===== src/hdl/gbn_pkg.sv =====
// gbn_pkg: shared types and codes of the go-back-n sender unit
// used by gbn_cfg_regs, gbn_step, go_back_n_sender_unit and gbn_checker
package gbn_pkg;

  typedef enum logic [1:0] {
    MODE_SEND  = 2'd0,
    MODE_ACK   = 2'd1,
    MODE_TICK  = 2'd2,
    MODE_START = 2'd3
  } mode_t;

  localparam logic [1:0] KIND_NONE = 2'd0;
  localparam logic [1:0] KIND_DATA = 2'd1;
  localparam logic [1:0] KIND_FIN  = 2'd2;

  localparam int CfgIndexW = 3;
  localparam int CfgDataW  = 32;

  localparam logic [CfgIndexW-1:0] CFG_WINDOW_SIZE   = 3'd0;
  localparam logic [CfgIndexW-1:0] CFG_FRAME_COUNT   = 3'd1;
  localparam logic [CfgIndexW-1:0] CFG_PAYLOAD_SIZE  = 3'd2;
  localparam logic [CfgIndexW-1:0] CFG_TOTAL_BYTES   = 3'd3;
  localparam logic [CfgIndexW-1:0] CFG_TIMEOUT_TICKS = 3'd4;

  typedef struct packed {
    logic [15:0] window_size;
    logic [15:0] frame_count;
    logic [10:0] payload_size;
    logic [31:0] total_bytes;
    logic [15:0] timeout_ticks;
  } cfg_t;

  typedef struct packed {
    logic [15:0] next_seq;
    logic [15:0] last_acked;
    logic [31:0] byte_sum;
    logic [15:0] round_ticks;
    logic        done_flag;
  } state_t;

  typedef struct packed {
    logic [1:0]  kind;
    logic [15:0] frame_seq;
    logic [10:0] frame_len;
    logic [31:0] frame_offset;
  } frame_t;

endpackage


===== src/hdl/gbn_cfg_regs.sv =====
// gbn_cfg_regs: configuration register file of the go-back-n sender unit
// depends on gbn_pkg for the register indexes and cfg_t
module gbn_cfg_regs (
  input  logic                           clk,
  input  logic                           rst,
  input  logic                           cfg_write,
  input  logic [gbn_pkg::CfgIndexW-1:0]  cfg_index,
  input  logic [gbn_pkg::CfgDataW-1:0]   cfg_data,
  output gbn_pkg::cfg_t                  cfg
);

  always_ff @(posedge clk) begin
    if (rst) begin
      cfg.window_size   <= 16'd8;
      cfg.frame_count   <= 16'd0;
      cfg.payload_size  <= 11'd1024;
      cfg.total_bytes   <= 32'd0;
      cfg.timeout_ticks <= 16'd1000;
    end else if (cfg_write) begin
      unique case (cfg_index)
        gbn_pkg::CFG_WINDOW_SIZE:   cfg.window_size   <= cfg_data[15:0];
        gbn_pkg::CFG_FRAME_COUNT:   cfg.frame_count   <= cfg_data[15:0];
        gbn_pkg::CFG_PAYLOAD_SIZE:  cfg.payload_size  <= cfg_data[10:0];
        gbn_pkg::CFG_TOTAL_BYTES:   cfg.total_bytes   <= cfg_data;
        gbn_pkg::CFG_TIMEOUT_TICKS: cfg.timeout_ticks <= cfg_data[15:0];
        default: ;
      endcase
    end
  end

endmodule


===== src/hdl/gbn_step.sv =====
// gbn_step: event logic of the go-back-n sender, one event per cycle
// depends on gbn_pkg for mode codes, frame kinds and the state and config structs
module gbn_step #(
  parameter int MAX_PAYLOAD = 1024
) (
  input  gbn_pkg::cfg_t    cfg,
  input  gbn_pkg::state_t  st,
  input  gbn_pkg::mode_t   mode,
  input  logic [15:0]      ack_seq,
  input  logic [10:0]      ack_bytes,
  output gbn_pkg::state_t  st_next,
  output gbn_pkg::frame_t  frame
);

  logic [10:0] eff_payload;
  logic [26:0] prod;
  logic [31:0] offset;
  logic [31:0] remain;
  logic [10:0] len;
  logic        can_send;
  logic        ack_ok;
  logic [32:0] sum;
  logic [15:0] ticks;

  always_comb begin
    if (32'(cfg.payload_size) < 32'(MAX_PAYLOAD)) begin
      eff_payload = cfg.payload_size;
    end else begin
      eff_payload = 11'(MAX_PAYLOAD);
    end
  end

  assign prod   = {11'd0, st.next_seq} * {16'd0, eff_payload};
  assign offset = {5'd0, prod};
  assign remain = (cfg.total_bytes > offset) ? (cfg.total_bytes - offset) : 32'd0;
  assign len    = (remain < {21'd0, eff_payload}) ? remain[10:0] : eff_payload;

  // next_seq >= last_acked keeps the window distance from wrapping
  assign can_send = (st.next_seq < cfg.frame_count) && (st.next_seq >= st.last_acked) &&
                    ((st.next_seq - st.last_acked) < cfg.window_size);

  // 17-bit compare, so last_acked at all ones never matches
  assign ack_ok = ({1'b0, ack_seq} == ({1'b0, st.last_acked} + 17'd1)) &&
                  (ack_seq <= st.next_seq);

  assign sum   = {1'b0, st.byte_sum} + {22'd0, ack_bytes};
  assign ticks = (st.round_ticks != 16'hFFFF) ? (st.round_ticks + 16'd1) : 16'hFFFF;

  always_comb begin
    st_next = st;
    frame   = '0;
    if (mode == gbn_pkg::MODE_START) begin
      st_next = '0;
    end else if (!st.done_flag) begin
      unique case (mode)
        gbn_pkg::MODE_SEND: begin
          if (can_send) begin
            frame.kind         = gbn_pkg::KIND_DATA;
            frame.frame_seq    = st.next_seq;
            frame.frame_len    = len;
            frame.frame_offset = offset;
            st_next.next_seq   = st.next_seq + 16'd1;
          end
        end
        gbn_pkg::MODE_ACK: begin
          if (ack_ok) begin
            st_next.last_acked = ack_seq;
            st_next.byte_sum   = sum[32] ? 32'hFFFF_FFFF : sum[31:0];
          end
        end
        gbn_pkg::MODE_TICK: begin
          if (ticks > cfg.timeout_ticks) begin
            st_next.round_ticks = 16'd0;
            if (st.last_acked == cfg.frame_count) begin
              frame.kind        = gbn_pkg::KIND_FIN;
              frame.frame_seq   = cfg.frame_count;
              st_next.done_flag = 1'b1;
            end else begin
              // go back to the first unacknowledged frame
              st_next.next_seq = st.last_acked;
            end
          end else begin
            st_next.round_ticks = ticks;
          end
        end
        gbn_pkg::MODE_START: ;
        default: ;
      endcase
    end
  end

endmodule


===== src/hdl/go_back_n_sender_unit.sv =====
// go_back_n_sender_unit: top level of the go-back-n sender control
// depends on gbn_pkg, gbn_cfg_regs and gbn_step
//
// usage
//   events (send slot, acknowledgement, timer tick, start) come in on the
//   in_valid / in_ready channel; every event gives exactly one result on the
//   out_valid / out_ready channel: a frame descriptor (kind, frame_seq,
//   frame_len, frame_offset) and the status after the event (acked_bytes,
//   acked_through, finished)
//   configuration is written through cfg_write / cfg_index / cfg_data while
//   no event is in flight; writes to unused indexes are dropped
//   out_valid rises once an input transfer has loaded the input register and
//   the event has then moved into the result register, which takes it only
//   while it is empty or its result is being taken
//   throughput is one event per cycle without stalls; the sender state is
//   updated in the same cycle as the result register, so each event sees the
//   previous one; a stalled receiver holds the result; the input register
//   still takes one more event; in_ready drops only while both stages are full
//   reset clears the sender state and both stages and loads the register
//   defaults: window 8, no frames, payload 1024, no bytes, timeout 1000
module go_back_n_sender_unit #(
  parameter int MAX_PAYLOAD = 1024
) (
  input  logic                           clk,
  input  logic                           rst,
  input  logic                           cfg_write,
  input  logic [gbn_pkg::CfgIndexW-1:0]  cfg_index,
  input  logic [gbn_pkg::CfgDataW-1:0]   cfg_data,
  input  logic                           in_valid,
  output logic                           in_ready,
  input  logic [1:0]                     mode,
  input  logic [15:0]                    ack_seq,
  input  logic [10:0]                    ack_bytes,
  output logic                           out_valid,
  input  logic                           out_ready,
  output logic [1:0]                     kind,
  output logic [15:0]                    frame_seq,
  output logic [10:0]                    frame_len,
  output logic [31:0]                    frame_offset,
  output logic [31:0]                    acked_bytes,
  output logic [15:0]                    acked_through,
  output logic                           finished
);

  gbn_pkg::cfg_t   cfg;
  gbn_pkg::state_t st;
  gbn_pkg::state_t st_next;
  gbn_pkg::frame_t frame;

  logic            in_q_valid;
  gbn_pkg::mode_t  in_q_mode;
  logic [15:0]     in_q_ack_seq;
  logic [10:0]     in_q_ack_bytes;
  logic            advance;

  gbn_cfg_regs u_cfg (
    .clk       (clk),
    .rst       (rst),
    .cfg_write (cfg_write),
    .cfg_index (cfg_index),
    .cfg_data  (cfg_data),
    .cfg       (cfg)
  );

  gbn_step #(
    .MAX_PAYLOAD (MAX_PAYLOAD)
  ) u_step (
    .cfg       (cfg),
    .st        (st),
    .mode      (in_q_mode),
    .ack_seq   (in_q_ack_seq),
    .ack_bytes (in_q_ack_bytes),
    .st_next   (st_next),
    .frame     (frame)
  );

  assign advance  = !out_valid || out_ready;
  assign in_ready = !in_q_valid || advance;

  // input register
  always_ff @(posedge clk) begin
    if (rst) begin
      in_q_valid <= 1'b0;
    end else if (in_ready) begin
      in_q_valid <= in_valid;
    end
    if (in_valid && in_ready) begin
      in_q_mode      <= gbn_pkg::mode_t'(mode);
      in_q_ack_seq   <= ack_seq;
      in_q_ack_bytes <= ack_bytes;
    end
  end

  // sender state and result register move together
  always_ff @(posedge clk) begin
    if (rst) begin
      st        <= '0;
      out_valid <= 1'b0;
    end else if (advance) begin
      out_valid <= in_q_valid;
      if (in_q_valid) begin
        st <= st_next;
      end
    end
    if (advance && in_q_valid) begin
      kind          <= frame.kind;
      frame_seq     <= frame.frame_seq;
      frame_len     <= frame.frame_len;
      frame_offset  <= frame.frame_offset;
      acked_bytes   <= st_next.byte_sum;
      acked_through <= st_next.last_acked;
      finished      <= st_next.done_flag;
    end
  end

endmodule


===== config.mk =====
export PLATFORM = sky130hd
export DESIGN_NAME = go_back_n_sender_unit
export DESIGN_NICKNAME = d
export VERILOG_FILES = /design/src/hdl/gbn_pkg.sv /design/src/hdl/gbn_cfg_regs.sv /design/src/hdl/gbn_step.sv /design/src/hdl/go_back_n_sender_unit.sv
export SDC_FILE = /design/constraint.sdc
export NUM_CORES = 1
export LEC_CHECK = 0
export BUFFER_PORTS_ARGS = -buffer_cell sky130_fd_sc_hd__buf_2
export CAP_MARGIN = 20
export CORE_ASPECT_RATIO = 0.5
export CORE_MARGIN = 5
export CORE_UTILIZATION = 44
export CTS_CLUSTER_DIAMETER = 120
export DETAILED_ROUTE_END_ITERATION = 10
export GPL_TIMING_DRIVEN = 1
export PLACE_DENSITY_LB_ADDON = 0.12
export SETUP_SLACK_MARGIN = 0.3
export SLEW_MARGIN = 10
export SYNTH_ARGS = -nofsm -noshare
export SYNTH_HDL_FRONTEND = slang
export SYNTH_HIERARCHICAL = 1
export SYNTH_SLANG_ARGS = --single-unit

===== constraint.sdc =====
create_clock -name clk -period 25.2 [get_ports clk]
set_input_delay 1.26 -clock clk [delete_from_list [all_inputs] [get_ports clk]]
set_output_delay 1.26 -clock clk [all_outputs]
set_load 0.02 [all_outputs]

Word-level counts from Yosys, hierarchy flattened
Index checks and enable logic that the tools add are counted.
W data, S select, Z words.
{"block": "totals", "register_bits": 313, "output_inout_bits": 112, "romBits": 0, "latchBits": 0, "memories": 0, "ramBits": 0, "elab_cells": 99}
{"block": "op_classes", "mux": 21, "n_bitwise": 2, "n_div": 0, "n_lt_le_gt_ge": 8, "shift": 0, "eq_ne": 14, "mul": 1, "n_addsub": 6, "n_reduce_logical": 24}
{"op": "$mux W81", "n": 2}
{"op": "$mux W48", "n": 2}
{"op": "$mux W16", "n": 5}
{"op": "$mux W32", "n": 2}
{"op": "$mux W60", "n": 1}
{"op": "$mux W18", "n": 2}
{"op": "$pmux W18 S2", "n": 1}
{"op": "$add A32 B11 Y33", "n": 1}
{"op": "$add A16 B1 Y16 const B", "n": 2}
{"op": "$gt A32 B27 Y1", "n": 1}
{"op": "$lt A16 B16 Y1", "n": 2}
{"op": "$lt A32 B11 Y1", "n": 1}
{"op": "$pmux W16 S2", "n": 1}
{"op": "$sub A32 B27 Y32", "n": 1}
{"op": "$mul A16 B11 Y27", "n": 1}
{"op": "$mux W11", "n": 2}
{"op": "$add A16 B1 Y17 const B", "n": 1}
{"op": "$eq A16 B17 Y1", "n": 1}
{"op": "$mux W17", "n": 1}
{"op": "$eq A16 B16 Y1", "n": 1}
{"op": "$ge A16 B16 Y1", "n": 1}
{"op": "$gt A16 B16 Y1", "n": 1}
{"op": "$le A16 B16 Y1", "n": 1}
{"op": "$ne A16 B16 Y1 const B", "n": 1}
{"op": "25 further kinds", "n": 41}

Longest topological paths before layout
Gate-level depths: netlist (run 1).
{"block": "logic_depth", "depth_word": 9, "depth_mapped": 44, "mapped_depth_nobuf": 40}

By module
The synthesis (run 1) kept the hierarchy.
{"mod": "gbn_step", "area_per_inst_um2": 14720.4, "cells_per_inst": 2143, "n_inst": 1}
{"mod": "go_back_n_sender_unit", "area_per_inst_um2": 7962.6, "cells_per_inst": 500, "n_inst": 1}
{"mod": "gbn_cfg_regs", "area_per_inst_um2": 3716.1, "cells_per_inst": 346, "n_inst": 1}

Worst setup path before layout (run 1)
OpenSTA, ideal clock, no wires.
{"block": "synth_timing", "kind": "register to register", "startpoint": "register u_cfg/cfg[58] (netlist name)", "endpoint": "register frame_len[0], data pin", "setup_slack_ns": 15.467, "arrival_ns": 9.469, "setup_ns": 0.265, "path_stages_with_launch": 42, "n_path_buf": 4, "period_less_slack_ns": 9.733, "cell_sequence": "dfxtp_1 > clkbuf_1 > nor2b_1 > clkbuf_1 > nand2_1 > fa_1 > fa_1 > fa_1 > inv_1 > fa_1 > inv_1 > fa_1 > inv_1 > ha_1 > o21a_1 > o21a_1 > o21a_1 > nand3_1 > [... 6 more ...] > clkbuf_1 > and4_1 > nor3b_1 > o31ai_1 > a31oi_1 > clkbuf_1 > and3_1 > ha_1 > a21o_1 > a21o_1 > a21oi_1 > o21ai_0 > nand4_1 > o21ai_0 > o22a_1 > or2_2 > o211ai_4 > o22ai_1"}
{"block": "synth_via", "elab_chain_cells": 7, "word_cells_on_any_way": 8, "classes_between": "1 x add/sub; 1 x mul; 3 x order compare; 3 x mux"}
{"item": "$lt A11 B11 Y1", "line_no": "gbn_step.sv:26", "text": "if (32'(cfg.payload_size) < 32'(MAX_PAYLOAD)) begin"}
{"item": "$mux W11 (*)", "line_no": "gbn_step.sv:26"}
{"item": "$mul A16 B11 Y27", "line_no": "gbn_step.sv:33", "text": "assign prod = {11'd0, st.next_seq} * {16'd0, eff_payload};"}
{"item": "$sub A32 B27 Y32 / $gt A32 B27 Y1 (equally long branches)", "line_no": "gbn_step.sv:35", "text": "assign remain = (cfg.total_bytes > offset) ? (cfg.total_bytes - offset) : 32'd0;"}
{"item": "$mux W32", "line_no": "gbn_step.sv:35"}
{"item": "$lt A32 B11 Y1", "line_no": "gbn_step.sv:36", "text": "assign len = (remain < {21'd0, eff_payload}) ? remain[10:0] : eff_payload;"}
{"item": "$mux W11 (*)", "line_no": "gbn_step.sv:36"}
{"item": "to (signal assigned)", "line_no": "go_back_n_sender_unit.sv:108", "text": "frame_len <= frame.frame_len;"}
{"item": "to (decl)", "line_no": "go_back_n_sender_unit.sv:38", "text": "output logic [10:0] frame_len,"}
Every way passes the cells marked *; elsewhere a longest branch is shown, timed or not.
A chain may end at the register's enable or synchronous reset.

Final worst setup path (run 1)
{"block": "layout_timing", "startpoint": "register u_cfg/cfg[58] (netlist name)", "endpoint": "register frame_len[7], data pin"}
{"block": "layout_via", "elab_chain_cells": 7, "word_cells_on_any_way": 8, "classes_between": "1 x add/sub; 1 x mul; 3 x order compare; 3 x mux"}
{"item": "$lt A11 B11 Y1", "line_no": "gbn_step.sv:26"}
{"item": "$mux W11 (*)", "line_no": "gbn_step.sv:26"}
{"item": "$mul A16 B11 Y27", "line_no": "gbn_step.sv:33"}
{"item": "$sub A32 B27 Y32 / $gt A32 B27 Y1 (equally long branches)", "line_no": "gbn_step.sv:35"}
{"item": "$mux W32", "line_no": "gbn_step.sv:35"}
{"item": "$lt A32 B11 Y1", "line_no": "gbn_step.sv:36"}
{"item": "$mux W11 (*)", "line_no": "gbn_step.sv:36"}
Marked as above.

==> metrics.yaml, run 1 <==
area_delta_synth_final_pct: 9.57
hold_class: "reg -> reg"
wirelength_um: 78000
power.total_w: 0.00125
clk_path_buf_depth: 3
ys_ff_latch: 313
nFillCells: 5762
path_class: "reg -> reg"
reg2reg_slack_ns: 13.44
post-route-cell-area_sq_um: 28900
p_clk_share_pct: 41.0
sw_frac_of_total_pct: 28.2
cts_resized: 0
nets: 3467
synth_top_cell_by_area: "edfxtp_1"
multiInputGateArea_sq_um: 16900
maxCapViolCount: 0
die_area_sq_um: 65300
drive_gt1_share_pct: 9.87
worst_ep_arrival_time_ns: 12.15
root_buffer: "clkbuf_16"
numCtsBuffers: 34
vias: 21601
cp_max_fo: 18
drv_slew: 0
fin_crit_ns: 11.76
place_area_sq_um: 27800
io_buffers: 180
vias_per_cell: 5.52
ys_types: 88
dr.pass1.iters: 6
p_int_w: 0.000896
chipWidth_um: 356
regArea_sq_um: 7660
slew_headroom_pct: 23.2
yosys-top-cells-area: "edfxtp_1, dfxtp_1, fa_1"
pwr-share-comb_pct: 14.5
hold_buffers: 0
worstSetupEndpointType: "flop"
synthArstFlopShare_pct: 0
grt_pass1_vias: 21178
worstPathRequired_ns: 25.58
postRouteAntennaNets: 0
dp.final_hpwl_um: 58500
netlist_instances: 2989
yosysSeqAreaShare_pct: 29.0
antenna_found_initial: 2
rsz0062_at_grt: "false"
cp_slowest_cell: "nor3b_1"
grtUsageTotal_pct: 23.5
synth_warnings: 6
outcome: "completed"
grt_max_degree: 189
tns_ns: 0
postCtsSetupRepairBufs: 0
synth_top_area_share_pct: 15.8
cts_max_level: 2
drt-initial-drc-count: 1760
cts_tree: "built"
peakVddDrop_uv: 39.9
p_sw_w: 0.000352
path_clk_slew_ns: 0.06
avgSynthCellArea_sq_um: 8.83
p_seq_share_pct: 44.4
yosysMostFrequentCell: "nand2b_1"
ios: 181
start_util_pct: 44.5
p_per_area_nw_per_um2: 43.1
critPathMaxStageDelay_ns: 0.79
netlist_area_sq_um: 26400
finalHoldViolCount: 0
skew_ns: 0.0354
num_rows: 63
period_share_pct: 46.7
crit_top_cell: "fa_1"
p_leak_nw: 11.9
grt_overflow: 0
avgRoutedWirePerCell_um: 19.9
design.core.area_sq_um: 59300
gp_congestion: 0.895
start_kind: "flop"
synth-main-ff-cell: "dfxtp_1"
ys_top_cells_by_count: "nand2b_1, inv_1, nor2_1"
setup_viol: 0
clkLatencyLatePin_ns: 0.57
worstMarginPinSlew_ns: 1.15
clkSinkCount: 313
die_y_um: 183
grt_pass1_wl_um: 122000
synth_edf_count: 139
max_clock_freq_mhz: 85.0
post-route-drc-count: 0
[flip-flops by register name, summed over array words and instances, names as in the netlist, 2 cells and up]
signal,cells
acked_through,16
in_q_mode,2
st,81
kind,2
u_cfg/cfg,91
acked_bytes,32
frame_len,11
frame_offset,32
in_q_ack_seq,16
in_q_ack_bytes,11
frame_seq,16
[worst max-delay path: cells and delay by family, from the launching register on]
family,cells,cell delay [ns]
flip-flops,1,0.55
adder cells (fa/ha/maj),8,3.69
AO/OA/AOI/OAI,14,3.59
buffers and inverters,3,0.53
AND/OR/NAND/NOR,9,3.22
[power by group through the flow]
stage | Clock, W | Sequential, W | Combinational [W]
floorplan | 0 | 0.000571 | 0.000123
global placement | 0 | 0.000566 | 0.000179
detailed placement | 0 | 0.000566 | 0.000179
CTS | 0.000529 | 0.000555 | 0.000180
global route | 0.000550 | 0.000555 | 0.000197
finish | 0.000512 | 0.000554 | 0.000181
[through the flow]
| stage | hold WS [ns] | utilization, % | setup WS, ns | instances |
|---|---|---|---|---|
| after floorplan | 0.446 | - | 15.47 | 2993 |
| after global placement | 0.463 | 46.9 | 13.91 | 3849 |
| after detailed placement | 0.462 | 46.9 | 13.67 | 3849 |
| after CTS | 0.478 | 48.8 | 13.61 | 3910 |
| after global routing | 0.503 | 48.8 | 12.59 | 3912 |
| final | 0.474 | 48.8 | 13.44 | 3913 |
[logic make-up (layout without fill, tap and decap cells)]
| group | Yosys count | count (layout) | synth area share, % |
|---|---|---|---|
| AO/OA/AOI/OAI | 499 | 499 | 12.4 |
| multiplexers | 192 | 192 | 7.30 |
| flip-flops | 313 | 313 | 29.0 |
| other | 1 | 6 | 0.0142 |
| XOR/XNOR | 118 | 118 | 3.91 |
| buffers and inverters | 453 | 560 | 7.17 |
| AND/OR/NAND/NOR | 1090 | 1090 | 21.2 |
| adder cells (fa/ha/maj) | 323 | 323 | 18.9 |
[metal layers]
layer | GRT usage, % | up-vias | wire (um)
li1 | - | 10433 | -
met4 | 5.85 | 0 | 1950
met1 | 32.4 | 10381 | 35400
met2 | 38.6 | 668 | 35500
met5 | 0 | - | 0
met3 | 4.23 | 119 | 5090
[final timing paths]
kind	start	to	cells past startpoint
worst min-delay path	u_cfg/cfg[82]$_SDFFE_PP0P_	u_cfg/cfg[82]$_SDFFE_PP0P_	2
worst max-delay path	u_cfg/cfg[58]$_SDFFE_PP1P_	frame_len[7]$_DFFE_PP_	34
worst min register to register	u_cfg/cfg[82]$_SDFFE_PP0P_	u_cfg/cfg[82]$_SDFFE_PP0P_	2
worst max register to register	u_cfg/cfg[58]$_SDFFE_PP1P_	frame_len[7]$_DFFE_PP_	34
[placed cells by master, fill, tap and decap left out, drive strengths merged, types with 24 or more instances in the layout]
master	count
a22oi	24
nand2b	295
inv	280
nand3	56
nor2b	28
a21o	47
mux2i	188
a21oi	153
nor2	259
nand4	45
nand2	236
ha	195
o21ai	86
xnor2	85
buf	211
dfxtp	174
edfxtp	139
clkbuf	39
nor4	30
fa	128
nor3	41
clkinv	27
xor2	33
[final cells by class]
| type | count | share of cell area [%] |
|---|---|---|
| multi-input cells | 2227 | 58.4 |
| flip-flops and latches | 313 | 26.5 |
| repair buffers | 211 | 4.00 |
| inverters | 288 | 3.74 |
| well taps | 812 | 3.51 |
| clock buffers | 39 | 3.13 |
| clock inverters | 22 | 0.701 |
| diodes | 1 | 0.00865 |
No activity file was read; power rests on OpenSTA's default activity.
==> run 2: changes to the inputs <==
--- a/config.mk
+++ b/config.mk
@@ -5,6 +5,7 @@
 export SDC_FILE = /design/constraint.sdc
 export NUM_CORES = 1
 export LEC_CHECK = 0
+export ABC_AREA = 1
 export BUFFER_PORTS_ARGS = -buffer_cell sky130_fd_sc_hd__buf_2
 export CAP_MARGIN = 20
 export CORE_ASPECT_RATIO = 0.5
==> constraint.sdc (replaced) <==
create_clock -name clk -period 10.5 [get_ports clk]
set_input_delay 0.525 -clock clk [delete_from_list [all_inputs] [get_ports clk]]
set_output_delay 0.525 -clock clk [all_outputs]
set_load 0.02 [all_outputs]
==> run 2 against run 1 <==
Register-to-register slack got worse by 13 ns. Highest routed layer unchanged. Largest cell class unchanged. Worst hold slack got worse by 0.33 ns. Synthesized area increased by 4.0%. Flip-flop and latch count unchanged. Routed wire length increased by 17%. Clock skew decreased by 0.0056 ns. Clock-buffer cell count increased by 4. Largest power group unchanged. Design area increased by 3.8%. Sequential share of layout area decreased by 0.95 points. Critical endpoint unchanged. First-iteration DRC count increased by 40%. Synthesized cell count increased by 31%. Maximum frequency increased by 22%.
==> metrics.yaml, run 2 <==
outcome: "completed"
drv_slew: 0
synth_top_area_share_pct: 15.2
nFillCells: 6315
synth_edf_count: 139
fin_crit_ns: 9.63
avgRoutedWirePerCell_um: 18.7
peakVddDrop_uv: 85.1
cts_max_level: 2
skew_ns: 0.0298
tns_ns: 0
gp_congestion: 0.963
avgSynthCellArea_sq_um: 6.99
ios: 181
grtUsageTotal_pct: 26.6
dp.final_hpwl_um: 69100
antenna_found_initial: 0
path_clk_slew_ns: 0.07
ys_types: 63
grt_overflow: 0
hold_buffers: 0
slew_headroom_pct: 31.3
setup_viol: 0
worst_ep_arrival_time_ns: 9.93
die_area_sq_um: 67800
dr.pass1.iters: 6
root_buffer: "clkbuf_16"
post-route-drc-count: 0
io_buffers: 180
setup_ws_ns: 0.865
synth-main-ff-cell: "dfxtp_1"
crit_top_cell: "nand2_1"
cts_tree: "built"
wirelength_um: 91600
worstSetupEndpointType: "flop"
mostFrequentLayoutCells: "nand2_1, inv_1, nor2_1"
netlist_instances: 3928
area_delta_synth_final_pct: 9.37
die_y_um: 187
start_kind: "flop"
path_class: "reg -> reg"
synth_top_cell_by_area: "edfxtp_1"
clkLatencyLatePin_ns: 0.56
reg_top3: "u_cfg/cfg x91, st x81"
vias: 25660
worstPathRequired_ns: 10.79
period_share_pct: 91.8
final_common_cell: "nand2_1"
largest_reg_flops: 91
postCtsSetupRepairBufs: 0
worstMarginPinSlew_ns: 1.03
post-place-ws_ns: 0.870
numCtsBuffers: 34
hold_class: "in -> reg"
drive_gt1_share_pct: 8.94
finalHoldViolCount: 0
chipWidth_um: 363
nets: 4428
grt_max_degree: 92
p_leak_nw: 14.2
regArea_sq_um: 7660
regMostFlops: "u_cfg/cfg"
drt-initial-drc-count: 2463
design.core.area_sq_um: 61400
netlist_area_sq_um: 27400
yosysMostFrequentCell: "nand2_1"
ys_ff_latch: 313
yosys-top-cells-area: "edfxtp_1, dfxtp_1, nand2_1"
rsz0062_at_grt: "false"
grt_pass1_vias: 24548
max_clock_freq_mhz: 104
ys_top_cells_by_count: "nand2_1, inv_1, nor2_1"
synthArstFlopShare_pct: 0
cts_resized: 0
cp_max_fo: 21
num_rows: 64
p_per_area_nw_per_um2: 120
diodes: 0
synth_warnings: 6
grt_pass1_wl_um: 143000
start_util_pct: 44.7
postRouteAntennaNets: 0
cp_slowest_cell: "fa_1"
maxCapViolCount: 0
yosysSeqAreaShare_pct: 27.9
clkSinkCount: 313
clk_path_buf_depth: 3
critPathMaxStageDelay_ns: 0.55
vias_per_cell: 5.25
multiInputGateArea_sq_um: 16600
-- run 2: cell types whose count changed in the layout (fill, tap and decap cells not counted), sizes merged, moves of 45 or more --
cell / previous run / this run
mux2i: 188 / 1
nor2: 259 / 593
nand2b: 295 / 1
xnor2: 85 / 40
a21oi: 153 / 266
nand3: 56 / 307
nand2: 236 / 911
inv: 280 / 630
-- run 2: metrics by stage --
stage | hold slack, ns | utilization [%] | cell area, sq um | total power [W] | std cells
after floorplan | 0.440 | - | 27500 | 0.00212 | 3932
after global placement | 0.451 | 47.1 | 28900 | 0.00240 | 4823
after detailed placement | 0.470 | 47.1 | 28900 | 0.00241 | 4823
after CTS | 0.110 | 48.8 | 30000 | 0.00364 | 4883
after global routing | 0.110 | 48.9 | 30000 | 0.00384 | 4885
final | 0.143 | 48.9 | 30000 | 0.00361 | 4885
-- run 2: layout make-up --
cell class,count,area share (%)
clock buffer,43,3.12
clock inverter,17,0.409
inverter,636,8.00
multi-input combinational,2825,55.3
sequential,313,25.5
tap,825,3.44
timing repair buffer,226,4.18
-- run 2: layer usage --
metal / part of all wire, % / global-route usage (%) / up-vias
met5: 0 / 0 / -
met1: 45 / 36.8 / 11988
met2: 45 / 43.5 / 863
met4: 2.6 / 6.44 / 0
met3: 7.4 / 4.56 / 139
li1: - / - / 12670
-- run 2: power breakdown --
group          switching (W)  leakage (nW)  internal, W
registers          0.0000675          2.77      0.00133
logic               0.000675          10.9     0.000326
clock network       0.000552         0.514     0.000659
-- run 2: logic make-up (layout without fill, tap and decap cells) --
kind of cell / Yosys count / count (layout) / synth area share (%)
buffers and inverters: 794 / 922 / 11.7
AND/OR/NAND/NOR: 1963 / 1963 / 30.3
multiplexers: 1 / 1 / 0.0365
adder cells (fa/ha/maj): 323 / 323 / 18.2
flip-flops: 313 / 313 / 27.9
XOR/XNOR: 98 / 98 / 3.18
AO/OA/AOI/OAI: 435 / 435 / 8.58
other: 1 / 5 / 0.0137
-- run 2: path summary, 6_finish.rpt --
path | startpoint | endpoint | slack (ns) | cells past startpoint
setup / recovery | u_cfg/cfg[58]$_SDFFE_PP1P_ | frame_len[7]$_DFFE_PP_ | 0.87 | 41
hold / removal | ack_seq[3] | in_q_ack_seq[3]$_DFFE_PP_ | 0.14 | 1
setup reg to reg | u_cfg/cfg[58]$_SDFFE_PP1P_ | frame_len[7]$_DFFE_PP_ | 0.87 | 41
hold reg to reg | u_cfg/cfg[90]$_SDFFE_PP0P_ | u_cfg/cfg[90]$_SDFFE_PP0P_ | 0.48 | 2
-- run 2: critical path, delay by kind of cell (launching register included) --
family,cells,cell delay [ns]
fa+ha+maj,8,3.66
compound gates,7,1.40
flops,1,0.32
xor+xnor,1,0.19
simple gates,19,2.61
buf+inv,6,1.18
==> run 3: changes to the inputs <==
--- a/config.mk
+++ b/config.mk
@@ -10,7 +10,7 @@
 export CAP_MARGIN = 20
 export CORE_ASPECT_RATIO = 0.5
 export CORE_MARGIN = 5
-export CORE_UTILIZATION = 44
+export CORE_UTILIZATION = 32
 export CTS_CLUSTER_DIAMETER = 120
 export DETAILED_ROUTE_END_ITERATION = 10
 export GPL_TIMING_DRIVEN = 1
==> constraint.sdc (replaced) <==
create_clock -name clk -period 11.05 [get_ports clk]
set_input_delay 0.5525 -clock clk [delete_from_list [all_inputs] [get_ports clk]]
set_output_delay 0.5525 -clock clk [all_outputs]
set_load 0.02 [all_outputs]
==> run 3 against run 2 <==
Critical path depth up 3. Global-route usage down 5.1 points. Clock-buffer cell count unchanged. Worst hold slack worse by 0.016 ns. Via count up 0.29%. Combinational power about the same. First-iteration DRC count down 12%. Maximum frequency down 3.5%. Clock power up 9%.
==> metrics.yaml, run 3 (same netlist as run 2, synthesis figures left out) <==
grt_overflow: 0
slew_headroom_pct: 27.8
period_share_pct: 90.4
start_kind: "flop"
reg_top3: "u_cfg/cfg x91, st x81"
cts_max_level: 2
finalHoldViolCount: 0
vias_per_cell: 4.96
area_delta_synth_final_pct: 11.5
p_leak_nw: 14.3
setup_viol: 0
worstPathRequired_ns: 11.38
clkLatencyLatePin_ns: 0.60
numCtsBuffers: 37
dp.final_hpwl_um: 77100
path_clk_slew_ns: 0.07
p_sw_w: 0.00131
dr.pass1.iters: 5
clk_path_buf_depth: 3
avgRoutedWirePerCell_um: 19.5
worstMarginPinSlew_ns: 1.08
clkSinkCount: 313
nets: 4431
drive_gt1_share_pct: 9.17
path_class: "reg -> reg"
drv_slew: 0
post-route-drc-count: 0
num_rows: 75
cts_tree: "built"
critPathMaxStageDelay_ns: 0.61
nFillCells: 9139
skew_ns: 0.0374
ios: 181
grtUsageTotal_pct: 21.5
io_buffers: 180
postRouteAntennaNets: 0
hold_class: "in -> reg"
crit_top_cell: "nand2_1"
p_clk_share_pct: 36.4
grt_pass1_vias: 24684
chipWidth_um: 424
maxCapViolCount: 0
die_y_um: 217
diodes: 0
vias: 25734
max_clock_freq_mhz: 100
grt_max_degree: 111
p_int_w: 0.00231
design.core.area_sq_um: 84500
fin_util_pct: 36.2
pwr-share-comb_pct: 26.7
root_buffer: "clkbuf_16"
antenna_found_initial: 0
peakVddDrop_uv: 116
place_area_sq_um: 29300
power.total_w: 0.00362
post-route-cell-area_sq_um: 30600
sw_frac_of_total_pct: 36.1
grt_pass1_wl_um: 153000
largest_reg_flops: 91
regMostFlops: "u_cfg/cfg"
wirelength_um: 101000
start_util_pct: 32.5
gp_congestion: 0.918
hold_buffers: 0
cp_max_fo: 18
cp_slowest_cell: "fa_1"
postCtsSetupRepairBufs: 0
fin_crit_ns: 9.99
tns_ns: 0
p_per_area_nw_per_um2: 118
worstSetupEndpointType: "flop"
worst_ep_arrival_time_ns: 10.32
hold_slack_ns: 0.127
die_area_sq_um: 92100
cts_resized: 0
drt-initial-drc-count: 2176
outcome: "completed"
p_seq_share_pct: 36.8
mostFrequentLayoutCells: "nand2_1, inv_1, nor2_1"
rsz0062_at_grt: "false"
final_common_cell: "nand2_1"
## run 3: cell types whose count changed in the layout (fill, tap and decap cells not counted), moves of 2 or more
| cell | delta |
|---|---|
| bufinv_16 | +2 |
| inv_1 | +2 |
| clkbuf_1 | -3 |
| clkbuf_16 | +3 |
| inv_6 | +2 |
## run 3: per-layer routing
layer	wire [um]	vias up	GRT usage, %	part of all wire, %
met5	0	-	0	0
met4	2480	0	5.32	2.5
met3	5770	128	3.51	5.7
met2	46500	720	35.8	46
met1	46500	12204	29.3	46
li1	-	12682	-	-
## run 3: path summary, 6_finish.rpt
check | startpoint | end | slack [ns] | cells past startpoint
max | u_cfg/cfg[58]$_SDFFE_PP1P_ | frame_len[8]$_DFFE_PP_ | 1.06 | 44
min reg2reg | u_cfg/cfg[5]$_SDFFE_PP1P_ | u_cfg/cfg[5]$_SDFFE_PP1P_ | 0.48 | 2
min | ack_seq[9] | in_q_ack_seq[9]$_DFFE_PP_ | 0.13 | 1
max reg2reg | u_cfg/cfg[58]$_SDFFE_PP1P_ | frame_len[8]$_DFFE_PP_ | 1.06 | 44
## run 3: cell type report
cell class | count | area (sq um) | share of cell area [%]
inverters | 636 | 2390 | 7.81
repair buffers | 226 | 1270 | 4.14
clock buffers | 43 | 1000 | 3.27
multi-input cells | 2825 | 16600 | 54.3
flip-flops and latches | 313 | 7660 | 25.0
clock inverters | 25 | 265 | 0.867
well taps | 1116 | 1400 | 4.57
## run 3: worst max-delay path: cells and delay by family (launching register included)
kind | cells | cell delay [ns]
flip-flops | 1 | 0.30
buffers and inverters | 9 | 1.54
adder cells (fa/ha/maj) | 8 | 3.68
XOR/XNOR | 1 | 0.33
AO/OA/AOI/OAI | 9 | 1.65
AND/OR/NAND/NOR | 17 | 2.23
## run 3: power by group through the flow
stage / sequential, W / clock (W) / combinational [W]
after detailed placement: 0.00136 / 0 / 0.000959
after CTS: 0.00134 / 0.00137 / 0.000965
after global routing: 0.00134 / 0.00141 / 0.00109
after global placement: 0.00136 / 0 / 0.000955
after floorplan: 0.00135 / 0 / 0.000665
final: 0.00133 / 0.00132 / 0.000969
## run 3: stage by stage
stage	cells	worst slack [ns]
2_1_floorplan	3932	2.55
3_3_place_gp	5114	1.28
3_5_place_dp	5114	1.18
4_1_cts	5182	1.13
5_1_grt	5184	0.315
6_report	5184	1.06
